===== src/rtl/core/assert_macros.svh =====
// Assertion macros shared by the RTL that checks itself.
`ifndef ASSERT_MACROS_SVH
`define ASSERT_MACROS_SVH

// The consequent must hold in the same cycle as the antecedent.
`define ASSERT_IMPLIES(label, clk, rst_n, ante, cons) \
  label: assert property (@(posedge clk) disable iff (!rst_n) (ante) |-> (cons)) \
    else $error("assertion failed: same-cycle implication");

// The consequent must hold in the cycle after the antecedent.
`define ASSERT_NEXT(label, clk, rst_n, ante, cons) \
  label: assert property (@(posedge clk) disable iff (!rst_n) (ante) |=> (cons)) \
    else $error("assertion failed: next-cycle implication");

`endif


===== src/rtl/core/xmcrc_pkg.sv =====
package xmcrc_pkg;

  // Default payload length of one frame in bytes.
  localparam int PAYLOAD_BYTES_DEF = 128;

  // Control bytes of the protocol.
  localparam logic [7:0] BYTE_SOH = 8'h01;
  localparam logic [7:0] BYTE_EOT = 8'h04;

  // CRC-16 polynomial and its top bit.
  localparam logic [15:0] CRC_POLY = 16'h1021;
  localparam logic [15:0] CRC_MSB  = 16'h8000;

  // Reset value of the first block number register.
  localparam logic [7:0] FIRST_BLOCK_RST = 8'h01;

  // Result kinds carried in tuser.
  typedef enum logic [1:0] {
    KIND_DATA    = 2'd0,
    KIND_VERDICT = 2'd1,
    KIND_END     = 2'd2
  } kind_t;

  // Reply codes: ACK means send 0x06, NAK means send 0x15.
  typedef enum logic [1:0] {
    REPLY_ACK  = 2'd0,
    REPLY_NAK  = 2'd1,
    REPLY_NONE = 2'd2
  } reply_t;

  // Fold one byte into the CRC, MSB first.
  function automatic logic [15:0] crc_byte(input logic [15:0] crc, input logic [7:0] b);
    logic [15:0] c;
    c = crc ^ {b, 8'h00};
    for (int i = 0; i < 8; i++) begin
      if ((c & CRC_MSB) != 16'h0000) begin
        c = {c[14:0], 1'b0} ^ CRC_POLY;
      end else begin
        c = {c[14:0], 1'b0};
      end
    end
    return c;
  endfunction

endpackage


===== src/rtl/core/xmodem_crc_receiver_core.sv =====
// XMODEM-CRC receiver core. Received serial bytes enter on the in_ stream, one per
// transaction, and the core can take one byte every clock cycle while the output
// side is not stalled. Each byte is captured in an input register, decoded against
// the frame state, and its result, if any, lands in an output register from which
// it is offered on the out_ stream. A byte that makes no result still waits for a
// free output register, so a held result stops the input after one more byte. Payload
// bytes come out at once as tentative data; the verdict after the CRC low byte tells
// downstream whether to commit them (packet_good) and which reply to send. A stray
// byte outside a frame is answered with NAK, EOT with an end-of-transfer result and
// ACK. The first_block_number register takes effect at the next EOT.
`include "assert_macros.svh"

module xmodem_crc_receiver_core #(
  parameter int PAYLOAD_BYTES = xmcrc_pkg::PAYLOAD_BYTES_DEF
) (
  input  logic        clk,
  input  logic        rst_n,
  // Configuration write of first_block_number.
  input  logic        cfg_we,
  input  logic [7:0]  cfg_wdata,
  // Input stream. tdata: rx_byte[7:0].
  input  logic        in_tvalid,
  output logic        in_tready,
  input  logic [7:0]  in_tdata,
  // Result stream. tdata: payload_byte[7:0], byte_offset[14:8], reply_code[16:15],
  // packet_good[17], zero[23:18]. tuser: result_kind[1:0].
  output logic        out_tvalid,
  input  logic        out_tready,
  output logic [23:0] out_tdata,
  output logic [1:0]  out_tuser
);

  // Frame position counts bytes after SOH: 0 .. PAYLOAD_BYTES + 3.
  localparam int POS_W = $clog2(PAYLOAD_BYTES + 4);
  localparam logic [POS_W-1:0] POS_BLOCK  = POS_W'(0);
  localparam logic [POS_W-1:0] POS_CMPL   = POS_W'(1);
  localparam logic [POS_W-1:0] POS_DATA0  = POS_W'(2);
  localparam logic [POS_W-1:0] POS_CRC_HI = POS_W'(PAYLOAD_BYTES + 2);

  // Configuration register.
  logic [7:0] first_block_r;

  // Input register.
  logic       in_valid_r;
  logic [7:0] in_byte_r;

  // Frame state.
  logic             in_frame_r,     in_frame_nxt;
  logic [POS_W-1:0] frame_pos_r,    frame_pos_nxt;
  logic [15:0]      crc_r,          crc_nxt;
  logic [7:0]       rx_block_r,     rx_block_nxt;
  logic [7:0]       exp_block_r,    exp_block_nxt;
  logic [7:0]       crc_hi_r,       crc_hi_nxt;

  // Output register.
  logic              out_valid_r;
  xmcrc_pkg::kind_t  out_kind_r,  out_kind_nxt;
  logic [7:0]        out_data_r,  out_data_nxt;
  logic [6:0]        out_off_r,   out_off_nxt;
  xmcrc_pkg::reply_t out_reply_r, out_reply_nxt;
  logic              out_good_r,  out_good_nxt;
  logic              res_valid;

  logic             stage_adv;
  logic [POS_W-1:0] data_off;
  logic [POS_W+6:0] data_off_ext;
  logic [15:0]      crc_rx;

  // The decode stage moves on when the output register is free or being drained.
  assign stage_adv = in_valid_r && (!out_valid_r || out_tready);
  assign in_tready = !in_valid_r || stage_adv;

  assign data_off     = frame_pos_r - POS_DATA0;
  assign data_off_ext = {7'b0, data_off};
  assign crc_rx       = {crc_hi_r, in_byte_r};

  // Decode of the byte held in the input register.
  always_comb begin
    in_frame_nxt  = in_frame_r;
    frame_pos_nxt = frame_pos_r;
    crc_nxt       = crc_r;
    rx_block_nxt  = rx_block_r;
    exp_block_nxt = exp_block_r;
    crc_hi_nxt    = crc_hi_r;
    res_valid     = 1'b0;
    out_kind_nxt  = xmcrc_pkg::KIND_VERDICT;
    out_data_nxt  = 8'h00;
    out_off_nxt   = 7'd0;
    out_reply_nxt = xmcrc_pkg::REPLY_NONE;
    out_good_nxt  = 1'b0;
    if (!in_frame_r) begin
      if (in_byte_r == xmcrc_pkg::BYTE_SOH) begin
        in_frame_nxt  = 1'b1;
        frame_pos_nxt = POS_BLOCK;
        crc_nxt       = 16'h0000;
      end else if (in_byte_r == xmcrc_pkg::BYTE_EOT) begin
        exp_block_nxt = first_block_r;
        res_valid     = 1'b1;
        out_kind_nxt  = xmcrc_pkg::KIND_END;
        out_reply_nxt = xmcrc_pkg::REPLY_ACK;
      end else begin
        res_valid     = 1'b1;
        out_reply_nxt = xmcrc_pkg::REPLY_NAK;
      end
    end else begin
      frame_pos_nxt = frame_pos_r + POS_W'(1);
      if (frame_pos_r == POS_BLOCK) begin
        rx_block_nxt = in_byte_r;
      end else if (frame_pos_r == POS_CMPL) begin
        // The complement byte is skipped.
      end else if (frame_pos_r < POS_CRC_HI) begin
        crc_nxt      = xmcrc_pkg::crc_byte(crc_r, in_byte_r);
        res_valid    = 1'b1;
        out_kind_nxt = xmcrc_pkg::KIND_DATA;
        out_data_nxt = in_byte_r;
        out_off_nxt  = data_off_ext[6:0];
      end else if (frame_pos_r == POS_CRC_HI) begin
        crc_hi_nxt = in_byte_r;
      end else begin
        // CRC low byte closes the frame with a verdict.
        in_frame_nxt  = 1'b0;
        frame_pos_nxt = POS_BLOCK;
        crc_nxt       = 16'h0000;
        res_valid     = 1'b1;
        if (rx_block_r != exp_block_r) begin
          out_reply_nxt = xmcrc_pkg::REPLY_NONE;
        end else if (crc_rx == crc_r) begin
          exp_block_nxt = exp_block_r + 8'd1;
          out_reply_nxt = xmcrc_pkg::REPLY_ACK;
          out_good_nxt  = 1'b1;
        end else begin
          out_reply_nxt = xmcrc_pkg::REPLY_NAK;
        end
      end
    end
  end

  // Configuration register.
  always_ff @(posedge clk) begin
    if (!rst_n) begin
      first_block_r <= xmcrc_pkg::FIRST_BLOCK_RST;
    end else if (cfg_we) begin
      first_block_r <= cfg_wdata;
    end
  end

  // Input register.
  always_ff @(posedge clk) begin
    if (!rst_n) begin
      in_valid_r <= 1'b0;
    end else if (in_tready) begin
      in_valid_r <= in_tvalid;
    end
    if (in_tvalid && in_tready) begin
      in_byte_r <= in_tdata;
    end
  end

  // Frame state advances with each decoded byte.
  always_ff @(posedge clk) begin
    if (!rst_n) begin
      in_frame_r  <= 1'b0;
      frame_pos_r <= POS_BLOCK;
      crc_r       <= 16'h0000;
      rx_block_r  <= 8'h00;
      exp_block_r <= xmcrc_pkg::FIRST_BLOCK_RST;
      crc_hi_r    <= 8'h00;
    end else if (stage_adv) begin
      in_frame_r  <= in_frame_nxt;
      frame_pos_r <= frame_pos_nxt;
      crc_r       <= crc_nxt;
      rx_block_r  <= rx_block_nxt;
      exp_block_r <= exp_block_nxt;
      crc_hi_r    <= crc_hi_nxt;
    end
  end

  // Output register.
  always_ff @(posedge clk) begin
    if (!rst_n) begin
      out_valid_r <= 1'b0;
    end else if (stage_adv) begin
      out_valid_r <= res_valid;
    end else if (out_tready) begin
      out_valid_r <= 1'b0;
    end
    if (stage_adv && res_valid) begin
      out_kind_r  <= out_kind_nxt;
      out_data_r  <= out_data_nxt;
      out_off_r   <= out_off_nxt;
      out_reply_r <= out_reply_nxt;
      out_good_r  <= out_good_nxt;
    end
  end

  assign out_tvalid = out_valid_r;
  assign out_tuser  = out_kind_r;
  assign out_tdata  = {6'b0, out_good_r, out_reply_r, out_off_r, out_data_r};

  // A nonzero frame position only exists inside a frame.
  `ASSERT_IMPLIES(a_pos_in_frame, clk, rst_n, frame_pos_r != POS_BLOCK, in_frame_r)
  // Payload results never carry a reply or a commit.
  `ASSERT_IMPLIES(a_data_no_reply, clk, rst_n,
    out_valid_r && out_kind_r == xmcrc_pkg::KIND_DATA,
    out_reply_r == xmcrc_pkg::REPLY_NONE && !out_good_r)
  // A commit is only an acknowledged verdict.
  `ASSERT_IMPLIES(a_good_is_ack, clk, rst_n, out_valid_r && out_good_r,
    out_kind_r == xmcrc_pkg::KIND_VERDICT && out_reply_r == xmcrc_pkg::REPLY_ACK)
  // A committed packet moves the expected block number on by one.
  `ASSERT_NEXT(a_block_advance, clk, rst_n, stage_adv && res_valid && out_good_nxt,
    exp_block_r == $past(exp_block_r) + 8'd1)

endmodule

===== config.mk =====
export PLATFORM = sky130hd
export DESIGN_NAME = xmodem_crc_receiver_core
export DESIGN_NICKNAME = d
export VERILOG_FILES = /design/src/rtl/core/xmcrc_pkg.sv /design/src/rtl/core/xmodem_crc_receiver_core.sv
export VERILOG_INCLUDE_DIRS = /design/src /design/src/rtl/core
export SDC_FILE = /design/constraint.sdc
export NUM_CORES = 1
export LEC_CHECK = 0
export ABC_AREA = 1
export BUFFER_PORTS_ARGS = -buffer_cell sky130_fd_sc_hd__buf_2
export CORE_MARGIN = 2
export CORE_UTILIZATION = 47
export CTS_BUF_LIST = sky130_fd_sc_hd__clkbuf_2 sky130_fd_sc_hd__clkbuf_4 sky130_fd_sc_hd__clkbuf_8
export DETAILED_ROUTE_END_ITERATION = 8
export PLACE_DENSITY = 0.62
export SETUP_SLACK_MARGIN = 0.02
export SYNTH_ARGS = -nofsm -noshare
export SYNTH_HDL_FRONTEND = slang
export SYNTH_SLANG_ARGS = --single-unit
export TNS_END_PERCENT = 100

===== constraint.sdc =====
create_clock -name clk -period 2.5 [get_ports clk]
set_input_delay 0.25 -clock clk [delete_from_list [all_inputs] [get_ports clk]]
set_output_delay 0.25 -clock clk [all_outputs]
set_load 0.01 [all_outputs]

# Yosys cells after proc, flatten, opt, wreduce, memory -nomap -nowiden

Cells that the tools add are included.

Add/subtract/negate cells: 3
Reduce and logical (&&, ||, !) cells: 18
Muxes and demuxes: 87
Multiply operators: 0
Shift operators: 0
Magnitude comparators: 1
Bitwise logic cells: 13
Divide/modulo/power cells: 0
Equality and inequality tests: 14

Operator list:

| kind                  | count |
|---|---|
| $mux W16              | 34 |
| $mux W8               | 15 |
| $mux W13              | 8 |
| $not A3 Y3            | 8 |
| $mux W1               | 20 |
| $mux W2               | 10 |
| $add A8 B1 Y8 const B | 2 |
| $eq A16 B16 Y1        | 1 |
| $eq A8 B1 Y1 const B  | 2 |
| $xor A16 B16 Y16      | 1 |
| $ne A2 B2 Y1 const B  | 6 |
| $reduce_and A9 Y1     | 1 |
| $eq A8 B3 Y1 const B  | 1 |
| $eq A8 B8 Y1 const B  | 1 |
| $logic_not A8 Y1      | 1 |
| $lt A8 B8 Y1 const B  | 1 |
| $ne A8 B8 Y1          | 1 |
| $sub A7 B2 Y7 const B | 1 |
| $reduce_and A6 Y1     | 1 |
| $reduce_bool A2 Y1    | 3 |
| $reduce_or A6 Y1      | 1 |
| $reduce_and A5 Y1     | 1 |
| $not A1 Y1            | 4 |
| $reduce_or A4 Y1      | 1 |
| other kinds (7)       | 11 |

Input port bits: 21
Register bits after elaboration: 87
Output and inout bits: 28
ROM bits: 0
RAM bits: 0
Memories kept: 0
Logic and storage cells: 151
Bits in latches: 0

# Depth between registers and ports, before layout

Gate-level depths: netlist of run 1.

Depth in word-level cells: 49
Mapped depth: 14
Depth with buffers taken out: 13

# Worst setup path after synthesis of run 1

Ideal clock, no wire load.

Kind: register -> register
Start point: reg frame_pos_r[1]
End point: reg out_data_r[0] (enable)
Setup time: 375 ps
Arrival time: 1616 ps
Period minus slack after synthesis: 1991 ps
Required time: 2125 ps
Slack: 509 ps
Cell stages (with the launch flop): 10
Path buffers: 0
Cell sequence: dfxtp_1 -> inv_1 -> ha_1 -> nand3_2 -> nand2_1 -> nand2_2 -> nand2_2 -> inv_1 -> nand3_1 -> inv_1

Word-level cells in the longest chain between the ends: 7
Elaborated cells between the ends (all ways): 10
Those cells by class: order compare: 1; eq/ne: 2; mux: 5; reduce/logical: 2

Ends and longest elaborated chain:

| what                                                                 | line                            | RTL |
|---|---|---|
| start: declaration                                                   | xmodem_crc_receiver_core.sv:49  | `logic [POS_W-1:0] frame_pos_r, frame_pos_nxt;` |
| start signal: assignment                                             | xmodem_crc_receiver_core.sv:170 | `frame_pos_r <= frame_pos_nxt;` |
| parallel branches: the longest is 4 deep, another holds $lt A8 B8 Y1 | n/a                             |  |
| $mux W1 *                                                            | xmodem_crc_receiver_core.sv:107 | `if (frame_pos_r == POS_BLOCK) begin` |
| $mux W1 *                                                            | xmodem_crc_receiver_core.sv:91  | `if (!in_frame_r) begin` |
| $logic_and A1 B1 Y1 *                                                | xmodem_crc_receiver_core.sv:187 | `if (stage_adv && res_valid) begin` |
| end signal: assignment                                               | xmodem_crc_receiver_core.sv:189 | `out_data_r <= out_data_nxt;` |
| end: declaration                                                     | xmodem_crc_receiver_core.sv:58  | `logic [7:0] out_data_r, out_data_nxt;` |

Every way passes the cells marked *.
A chain may end at the register's enable or synchronous reset.

# Worst setup path in the final report of run 1

Start point: reg frame_pos_r[1]
End point: reg out_data_r[2] (enable)

The elaborated chain is that of the path after synthesis.

==> results.md, run 1 <==
- CTS H-tree depth: 3
- Die Wd: 100.8 um
- IO Pins: 49
- Final hold slack: 53.65 ps
- RSZ-0062 raised after global routing: no
- Power, Total: between 0.003 and 0.004 W
- CTS tree: done
- Clk_skew: roughly 9.6 ps
- Vias in the first global route: 3158
- Ant. Diodes: 0
- Initial antenna violation count: 0
- Final Hold Viols: 0
- CP arrival: 2270 ps
- Layout cell share with drive strength beyond 1: 18.18%
- DRC Markers: 0
- Pre-antenna DRT Iters: 4
- Detailed Route WL: 9171 um
- Placer Congestion: approximately 0.85
- Global-route wire length before repair: ~15000 um
- CTS Buffer Depth: 2
- Worst setup path endpoint: out_data_r[2]
- Via count: 3454
- Slew margin rel.: 58.00%
- Total GRT Usage: 19.07%
- Root Driver: clkbuf_8
- Pwr Density: 639.9 nW/um^2
- Worst r2r dst: out_data_r[2]
- Total die area: ~10000 sq um
- Post_cts resized: 0
- Crit-path most repeated cell: inv_1
- Cells after synthesis: 538
- CP Launch Point: frame_pos_r[1]
- R2R depth: 10
- Die height: 100.8 um
- Post-route ant nets: 0
- R2R setup slack: 300 ps
- Setup crit end kind: register
- Non-filler instance count after layout: 694
- CTS buffer count: 9
- Setup-failing EPs final: 0
- Cts hold-fix bufs: 0
- Sequential area share after synthesis: 45.88%
- Worst slew pin tran: 628.3 ps
- Synthesized cell area: approximately 4400 sq um
- Worst-path clk slew: roughly 90 ps
- Commonest non-fill, non-tap cell in the layout: nand2_1
- CP Launch Type: register
- Initial core utilization: 48.15%
- R2R Path Start: frame_pos_r[1]
- Fin crit period: 2204 ps
- Crit-path max FO: 13
- DP HPWL: between 6000 and 7000 um
- Slowest cell on crit path: dfxtp_1
- Synthesis-stage register bit count: 87
- Setup CP Type: reg2reg
- Initial drt markers: 95
- Clock Latency Late Sink: 360 ps
- Most frequent cells in the layout: nand2_1, nor2_1, dfxtp_1
- Clock sinks: 87
- Total congestion overflow: 0
- Dpl cells: 678
- Final layout net count: 607
- Final Cycle Share: 88.14%
- Peak Freq: 453.8 MHz
- Max rail drop VDD: 0.3110 mV
- Pin count of the biggest net entering global routing: 22
- Distinct cells, synth: 39
- Syn Area/Cell: between 8 and 9 sq um
- CP cell instances: inv_1, ha_1, nand3_2, nand2_1, nand2_2, nand2_2, inv_1, nand3_1, inv_1, buf_4
- Routed len/inst: 13.21 um
- Hold WC Path Type: in2reg
- Post-CTS setup repair buffer count: 0
- Yosys warns: 0
- Core Rows: 35
- Required time of the critical path: 2560 ps
- Max capacitance violation total: 0
- Core footprint: 9153 sq um
- Area Growth Syn to Fin: 11.41%
- TNS Setup: 0 ps
- Outcome: finished, final reports clean
- Final max-slew violation count: 0
- DR vias/cell: 4.977
- Leakage power: 2.118 nW
- Buffers on Ports: 42
- CP peak stage delay: 450 ps
-- cell usage after synthesis --
cell      count  share of area (%)
nand3_2       3               0.68
clkbuf_1      6               0.51
a211oi_1     10                1.7
buf_2         5               0.57
a21boi_2      1               0.26
o21ai_0      32                3.6
edfxtp_1     28                 19
xnor2_1      23                4.6
and3_1        1               0.14
nand2_4       2               0.51
buf_6         3               0.77
xor2_1       20                4.0
nor2_4        3               0.77
nand4_1       7               0.99
or2_0         1               0.14
o31ai_1       1               0.17
nand4_2       1               0.28
inv_2        12                1.0
nor3_1        3               0.34
dfxtp_1      59                 27
nor2_8        1               0.45
nand2_2      12                1.7
inv_1        38                3.2
nor2_2        3               0.43
buf_1         1              0.085
ha_1          8                2.3
nand2_1      89                7.6
a21oi_1      35                4.0
o21ai_1       4               0.45
or2_2         4               0.57
nand3_1      21                2.4
nor2_1       87                7.4
buf_4         8                1.4
and2_1        1               0.14
conb_1        1              0.085
mux2i_1       1               0.23
o21ai_2       1               0.20
or2_1         1               0.14
nor3_4        1               0.37
-- metal layers --
metal | track usage, % | share of wire (%)
met1 | 25.11 | 48
met5 | 0 | 0
met3 | 3.537 | 2.9
met2 | 31.64 | 48
met4 | 6.322 | 1.3
-- final cells by class --
class | count | area, sq um
inverters | 50 | 187.7
fillers | 846 | 4243
multi-input cells | 383 | 2071
clock inverters | 7 | 118.9
clock buffers | 9 | 123.9
repair buffers | 47 | 247.7
well taps | 111 | 138.9
flip-flops and latches | 87 | 2022
-- critical path: cells and delay by family, from the launching register on --
kind                       cells  cell delay (ps)
adders and majority gates      1              230
buffers and inverters          4              730
DFF                            1              450
and+or+nand+nor                5              480
-- state kept, by name, indices dropped and copies added (netlist names) --
name,count
frame_pos_r,8
crc_hi_r,8
out_tvalid,1
out_reply_r,2
out_good_r,1
out_tuser,2
exp_block_r,8
crc_r,16
first_block_r,8
out_data_r,8
rx_block_r,8
in_byte_r,8
in_frame_r,1
out_off_r,7
in_valid_r,1
-- cell families (layout without fill, tap and decap cells) --
family / Yosys count / count (layout) / synth area share, %
AND/OR/NAND/NOR: 241 / 241 / 25.04
multiplexers: 1 / 1 / 0.2272
buffers and inverters: 73 / 113 / 7.552
other: 1 / 6 / 0.08510
XOR/XNOR: 43 / 43 / 8.546
AO/OA/AOI/OAI: 84 / 84 / 10.39
adder cells (fa/ha/maj): 8 / 8 / 2.272
flip-flops: 87 / 87 / 45.88
-- how the worst min path moves through the flow --
stage | endpoint | from | slack, ps | cells past startpoint
after global routing | in_byte_r[5] | in_tdata[5] | 40 | 1
after floorplan | in_byte_r[0] | in_tdata[0] | 350 | 0
final | in_byte_r[2] | in_tdata[2] | 50 | 1
after global placement | in_byte_r[7] | in_tdata[7] | 430 | 1
after detailed placement | in_byte_r[6] | in_tdata[6] | 430 | 1
after CTS | in_byte_r[2] | in_tdata[2] | 50 | 1
-- report_power, final --
part	switching, W	leakage [nW]	internal, W	total (W)
combinational	0.000245	1.25	0.000137	0.000383
sequential	0.0000453	0.747	0.00152	0.00157
clock	0.000526	0.118	0.000667	0.00119
-- stage by stage --
step                instance area [sq um]  setup WS, ps  utilization (%)
floorplan                            4425         509.5                -
global placement                     4667         400.0            50.99
detailed placement                   4667         294.3            50.99
CTS                                  4910         261.9            53.64
global route                         4910         44.84            53.64
finish                               4910         296.5            53.64
No activity file was read; power rests on OpenSTA's default activity.
==> run 2: changes to the inputs <==
--- a/config.mk
+++ b/config.mk
@@ -8,11 +8,13 @@
 export LEC_CHECK = 0
 export ABC_AREA = 1
 export BUFFER_PORTS_ARGS = -buffer_cell sky130_fd_sc_hd__buf_2
+export CELL_PAD_IN_SITES_DETAIL_PLACEMENT = 1
+export CELL_PAD_IN_SITES_GLOBAL_PLACEMENT = 1
 export CORE_MARGIN = 2
-export CORE_UTILIZATION = 47
+export CORE_UTILIZATION = 45
 export CTS_BUF_LIST = sky130_fd_sc_hd__clkbuf_2 sky130_fd_sc_hd__clkbuf_4 sky130_fd_sc_hd__clkbuf_8
 export DETAILED_ROUTE_END_ITERATION = 8
-export PLACE_DENSITY = 0.62
+export PLACE_DENSITY = 0.77
 export SETUP_SLACK_MARGIN = 0.02
 export SYNTH_ARGS = -nofsm -noshare
 export SYNTH_HDL_FRONTEND = slang
==> run 2 against run 1 <==
First-iteration DRC count is 25% lower. Worst hold slack worse by 1.6 ps. Cell count rose by 3.3%. Non-clock buffer count rose by 1. Clock skew barely moved. Utilization decreased by 3.1 points. Wire length grew 16%. Sequential power barely moved. Critical path depth down 3. Highest routed layer unchanged.
==> results.md, run 2 (synthesis results as in run 1) <==
- Outcome: finished, final reports clean
- Initial core utilization: 45.72% (-2.4 points)
- Pre-antenna DRT Iters: 4 (unchanged)
- Slew margin rel.: 60.31% (+2.3 points)
- R2R Path Start: frame_pos_r[2]
- Core footprint: 9639 sq um (+5.3%)
- Global-route wire length before repair: 17830 um (+18%)
- Largest Register: crc_r
- CP cell instances: nor2_2, nand2_1, nand2_2, nand2_4, nor2_2, nand3_1, a21oi_1
- DR vias/cell: 5.000 (+0.46%)
- WP buf/inv: 0 (-4)
- Worst-path clk slew: 90 ps (about the same)
- Required time of the critical path: 2710 ps (+150 ps)
- Root Driver: clkbuf_8
- Slowest cell on crit path: nand3_1
- Core Rows: 36 (+2.9%)
- Pwr Density: 584.2 nW/um^2 (-8.7%)
- Max capacitance violation total: 0 (unchanged)
- Leakage power: 2.099 nW (-0.92%)
- Via count: 3585 (+3.8%)
- Placer Congestion: 0.8121 (-4.3%)
- Clk_skew: 9.947 ps (+0.3451 ps)
- Total GRT Usage: 22.06% (+3.0 points)
- Design Area, Final: 4871 sq um (-0.79%)
- CP peak stage delay: 510 ps (+60 ps)
- Hold Path Origin: in_tdata[2]
- Total die area: 10600 sq um (+4.3%)
- Clock Latency Late Sink: 370 ps (about the same)
- Post-route ant nets: 0 (unchanged)
- Final layout net count: 608 (+0.16%)
- CP Launch Type: register
- Buffers on Ports: 42 (unchanged)
- CTS H-tree depth: 3 (unchanged)
- Post_cts resized: 0 (unchanged)
- Vias in the first global route: 3662 (+16%)
- Setup-failing EPs final: 0 (unchanged)
- Hold WC Path Type: in2reg
- Fin crit period: 2122 ps (-81.09 ps)
- CTS tree: done
- Die height: 103.0 um (+2.1%)
- Most frequent cells in the layout: nand2_1, nor2_1, dfxtp_1
- IO Pins: 49 (unchanged)
- Pin count of the biggest net entering global routing: 23 (+4.5%)
- Cts hold-fix bufs: 0 (unchanged)
- Initial antenna violation count: 0 (unchanged)
- Worst Hold End: in_byte_r[2]
- CTS buffer count: 9 (unchanged)
- TNS Setup: 0 ps (unchanged)
- Final Cycle Share: 84.90% (-3.2 points)
- Final max-slew violation count: 0 (unchanged)
- Crit-path max FO: 15 (+2)
- Detailed Route WL: 10670 um (+16%)
- Final Hold Viols: 0 (unchanged)
- Setup crit end kind: register
- Worst slew pin tran: 593.7 ps (-34.60 ps)
- Post-CTS setup repair buffer count: 0 (unchanged)
- R2R depth: 7 (-3)
- Die Wd: 103.0 um (+2.1%)
- CP arrival: 2330 ps (+60 ps)
- Crit-path most repeated cell: nor2_2
- RSZ-0062 raised after global routing: no
- Layout cell share with drive strength beyond 1: 18.32% (+0.14 points)
- Cells on Worst Hold Path: 1 (unchanged)
- Peak Freq: 471.2 MHz (+3.8%)
- Ant. Diodes: 0 (unchanged)
- Worst r2r dst: out_off_r[3]
- Clock sinks: 87 (unchanged)
- Max reg flops: 16 (unchanged)
- Commonest non-fill, non-tap cell in the layout: nand2_1
- Total congestion overflow: 0 (unchanged)
- Area Growth Syn to Fin: 10.53%
- DP HPWL: 8037 um (+20%)
- Initial drt markers: 71 (-25%)
- Setup CP Type: reg2reg
- Top Family by Delay on Critical Path: simple AND/OR/NAND/NOR gates
- DRC Markers: 0 (unchanged)
- Dpl cell area: 4702 sq um (+0.75%)
- CTS Buffer Depth: 2 (unchanged)
- Max rail drop VDD: 0.3880 mV (+25%)
- R2R setup slack: 380 ps (+80 ps)
- Routed len/inst: 14.88 um (+13%)
==> run 2: changes by cell type in the layout (fill, tap and decap cells not counted), sizes merged <==
cell and delta:
clkinv +4, bufinv -3, clkbuf +2, inv -2, buf +1, clkinvlp -1
==> run 2: metal layers <==
layer  up-vias  part of all wire (%)  global-route usage (%)
met5         -                     0                       0
met3        21                   3.3                   4.203
li1       1811                     -                       -
met2        59                    50                   37.86
met4         0                   2.1                   9.413
met1      1694                    45                   27.05
==> run 2: area by class of cell <==
cell class | instances | area [sq um]
clock inverter | 5 | 23.77
tap | 133 | 166.4
inverter | 50 | 187.7
clock buffer | 11 | 145.1
fill | 1215 | 4768
sequential | 87 | 2022
timing repair buffer | 48 | 255.2
multi-input combinational | 383 | 2071
==> run 2: how the worst max path moves through the flow <==
| stage | startpoint | end | slack (ps) | cells past startpoint |
|---|---|---|---|---|
| finish | frame_pos_r[2] | out_off_r[3] | 380 | 7 |
| CTS | frame_pos_r[2] | out_off_r[3] | 370 | 7 |
| floorplan | frame_pos_r[1] | out_data_r[0] | 510 | 9 |
| global route | frame_pos_r[2] | out_off_r[3] | 100 | 7 |
| global placement | in_byte_r[4] | crc_r[9] | 430 | 8 |
| detailed placement | in_byte_r[4] | crc_r[8] | 380 | 8 |
==> run 2: report_power, final <==
group	switching, W	total (W)	internal, W
registers	0.0000454	0.00157	0.00152
logic	0.000261	0.000400	0.000140
clock network	0.000490	0.000879	0.000389
==> run 2: metrics by stage <==
step           util [%]  instances  total power, W  hold WS, ps  setup WS (ps)
4_1_cts           50.53        717        0.002882        32.76          372.7
6_report          50.53        717        0.002845        52.02          377.6
3_3_place_gp      48.78        701        0.001987        426.2          425.0
5_1_grt           50.53        717        0.002991        34.71          103.9
2_1_floorplan         -        543        0.001881        348.9          509.5
3_5_place_dp      48.78        701        0.002002        428.3          383.7
==> run 3: changes to the inputs <==
==> constraint.sdc (replaced) <==
create_clock -name clk -period 2 [get_ports clk]
set_input_delay 0.2 -clock clk [delete_from_list [all_inputs] [get_ports clk]]
set_output_delay 0.2 -clock clk [all_outputs]
set_load 0.01 [all_outputs]
==> run 3 against run 2 <==
Die area stayed put. Cell area grew 9.5%. Sequential power grew 25%. Clock power increased by 60%. Sequential cell count stayed put. Worst setup slack got worse by 270 ps. Sequential share of layout area is 3.5 points lower. Wire length rose by 15%. Via count grew 6.6%. Fmax up 12%. Critical endpoint is now out_off_r[4].
==> results.md, run 3 (synthesis results as in run 1) <==
- Worst r2r dst: out_off_r[4]
- DRC Markers: 0 (unchanged)
- Peak Freq: 529.4 MHz (+12%)
- Clock sinks: 87 (unchanged)
- CTS H-tree depth: 3 (unchanged)
- Setup-failing EPs final: 0 (unchanged)
- Total congestion overflow: 0 (unchanged)
- Fin crit period: 1889 ps (-233.4 ps)
- Final hold slack: 4.116 ps (-47.90 ps)
- Power, Total: 0.003976 W (+40%)
- Final layout net count: 650 (+6.9%)
- Initial core utilization: 45.72% (unchanged)
- Total GRT Usage: 24.45% (+2.4 points)
- Worst slew pin tran: 569.0 ps (-24.70 ps)
- Required time of the critical path: 2090 ps (-620 ps)
- Leakage power: 2.331 nW (+11%)
- Ant. Diodes: 0 (unchanged)
- DP HPWL: 8668 um (+7.9%)
- Worst setup path endpoint: out_off_r[4]
- Dpl cells: 726 (+3.6%)
- Clock Latency Late Sink: 370 ps (about the same)
- Die Wd: 103.0 um (unchanged)
- Core footprint: 9639 sq um (unchanged)
- Final max-slew violation count: 0 (unchanged)
- R2R Path Start: frame_pos_r[1]
- Pwr Density: 745.4 nW/um^2 (+28%)
- Die height: 103.0 um (unchanged)
- Max rail drop VDD: 0.3783 mV (-2.5%)
- IO Pins: 49 (unchanged)
- CTS Buffer Depth: 2 (unchanged)
- Setup crit end kind: register
- Vias in the first global route: 3968 (+8.4%)
- Pin count of the biggest net entering global routing: 21 (-8.7%)
- Worst-path clk slew: 90 ps (about the same)
- Routed len/inst: 16.13 um (+8.4%)
- Switching power: 0.001079 W (+36%)
- RSZ-0062 raised after global routing: yes
- Placer Congestion: 0.8296 (+2.2%)
- Max reg flops: 16 (unchanged)
- Final Cycle Share: 94.45% (+9.6 points)
- Internal power: 0.002897 W (+41%)
- Slew margin rel.: 62.03% (+1.7 points)
- Commonest non-fill, non-tap cell in the layout: nand2_1
- Hold WC Path Type: in2reg
- Detailed Route WL: 12250 um (+15%)
- Non-filler instance count after layout: 759 (+5.9%)
- Clk_skew: 8.597 ps (-1.350 ps)
- Total die area: 10600 sq um (unchanged)
- R2R depth: 9 (+2)
- CTS tree: done
- Initial antenna violation count: 0 (unchanged)
- Setup CP Type: reg2reg
- Pre-antenna DRT Iters: 4 (unchanged)
- CP Launch Point: frame_pos_r[1]
- Via count: 3820 (+6.6%)
- Final Hold Viols: 0 (unchanged)
- Global-route wire length before repair: 19590 um (+9.9%)
- Root Driver: clkbuf_8
- Crit-path max FO: 6 (-9)
- Outcome: finished, final reports clean
- Combinational Power Share: 15.1% (+1.0 points)
- Largest Register: crc_r
- Core Rows: 36 (unchanged)
- DR vias/cell: 5.033 (+0.66%)
- Max capacitance violation total: 0 (unchanged)
- Sequential power share: 49.3% (-5.7 points)
- Clk pwr share: 35.6% (+4.7 points)
- Area Growth Syn to Fin: 21.04%
- R2R setup slack: 110 ps (-270 ps)
- Initial drt markers: 95 (+34%)
- Buffers on Ports: 42 (unchanged)
- Most frequent cells in the layout: nand2_1, nor2_1, dfxtp_1
- Finished Core Util: 55.33% (+4.8 points)
- CP arrival: 1980 ps (-350 ps)
- CTS buffer count: 9 (unchanged)
- Layout cell share with drive strength beyond 1: 25.88% (+7.6 points)
- CP Launch Type: register
- Post-route ant nets: 0 (unchanged)
- Sw frac: 27.14% (-0.84 points)
- TNS Setup: 0 ps (unchanged)
==> run 3: changes by cell type in the layout (fill, tap and decap cells not counted), sizes merged, moves of 2 or more <==
cell	before	now
buf	48	85
clkinv	5	2
dlygate4sd3	0	4
bufinv	0	2
clkinvlp	0	2
==> run 3: critical path, cell delays in order, from the launching register on <==
cell and delay (ps):
dfxtp_2 350, buf_4 160, ha_1 190, and2_1 180, nand4_1 130, nand2_2 130
inv_2 100, nand3_4 100, clkinvlp_4 110, buf_4 160
==> run 3: final cells by class <==
class	count	area, sq um
fill	1221	4305
multi-input combinational	383	2145
sequential	87	2026
timing repair buffer	89	576.8
inverter	50	191.4
tap	133	166.4
clock buffer	12	152.6
clock inverter	4	68.82
timing repair inverter	1	7.507
==> run 3: metal layers <==
metal / GRT usage [%] / share of wire (%) / vias to the layer above
met4: 8.603 / 1.9 / 0
met2: 44.61 / 53 / 54
met3: 4.000 / 2.0 / 20
met1: 28.94 / 43 / 1855
li1: - / - / 1891
met5: 0 / 0 / -
==> run 3: worst min-delay path by stage <==
| stage | start | endpoint | slack, ps | cells after the start |
|---|---|---|---|---|
| after floorplan | in_tdata[0] | in_byte_r[0] | 300 | 0 |
| after global placement | in_tdata[1] | in_byte_r[1] | 380 | 1 |
| after detailed placement | in_tdata[2] | in_byte_r[2] | 380 | 1 |
| after CTS | in_tdata[4] | in_byte_r[4] | 0.1 | 1 |
| after global routing | in_tdata[3] | in_byte_r[3] | 0.9 | 1 |
| final | in_tdata[3] | in_byte_r[3] | 4 | 1 |
==> run 3: power groups by stage <==
stage,sequential (W),clock [W],combinational (W)
finish,0.00196,0.00141,0.000602
global route,0.00197,0.00148,0.000669
CTS,0.00196,0.00141,0.000561
detailed placement,0.00200,0,0.000537
global placement,0.00200,0,0.000517
floorplan,0.00200,0,0.000357
==> run 3: stage by stage <==
step / cell area [sq um] / worst slack [ps]
CTS: 5167 / 22.16
floorplan: 4429 / 163.0
finish: 5334 / 111.0
global placement: 4893 / 47.02
global route: 5334 / -25.57
detailed placement: 4893 / -104.0
==> run 3: timing repair <==
action                     CTS  global route
setup endpoints to repair   27            58
pin swaps                    0             4
hold endpoints to repair     0             4
resized for setup            4            21
setup buffers                4             8
hold buffers                 0             4
gates cloned                 1             0
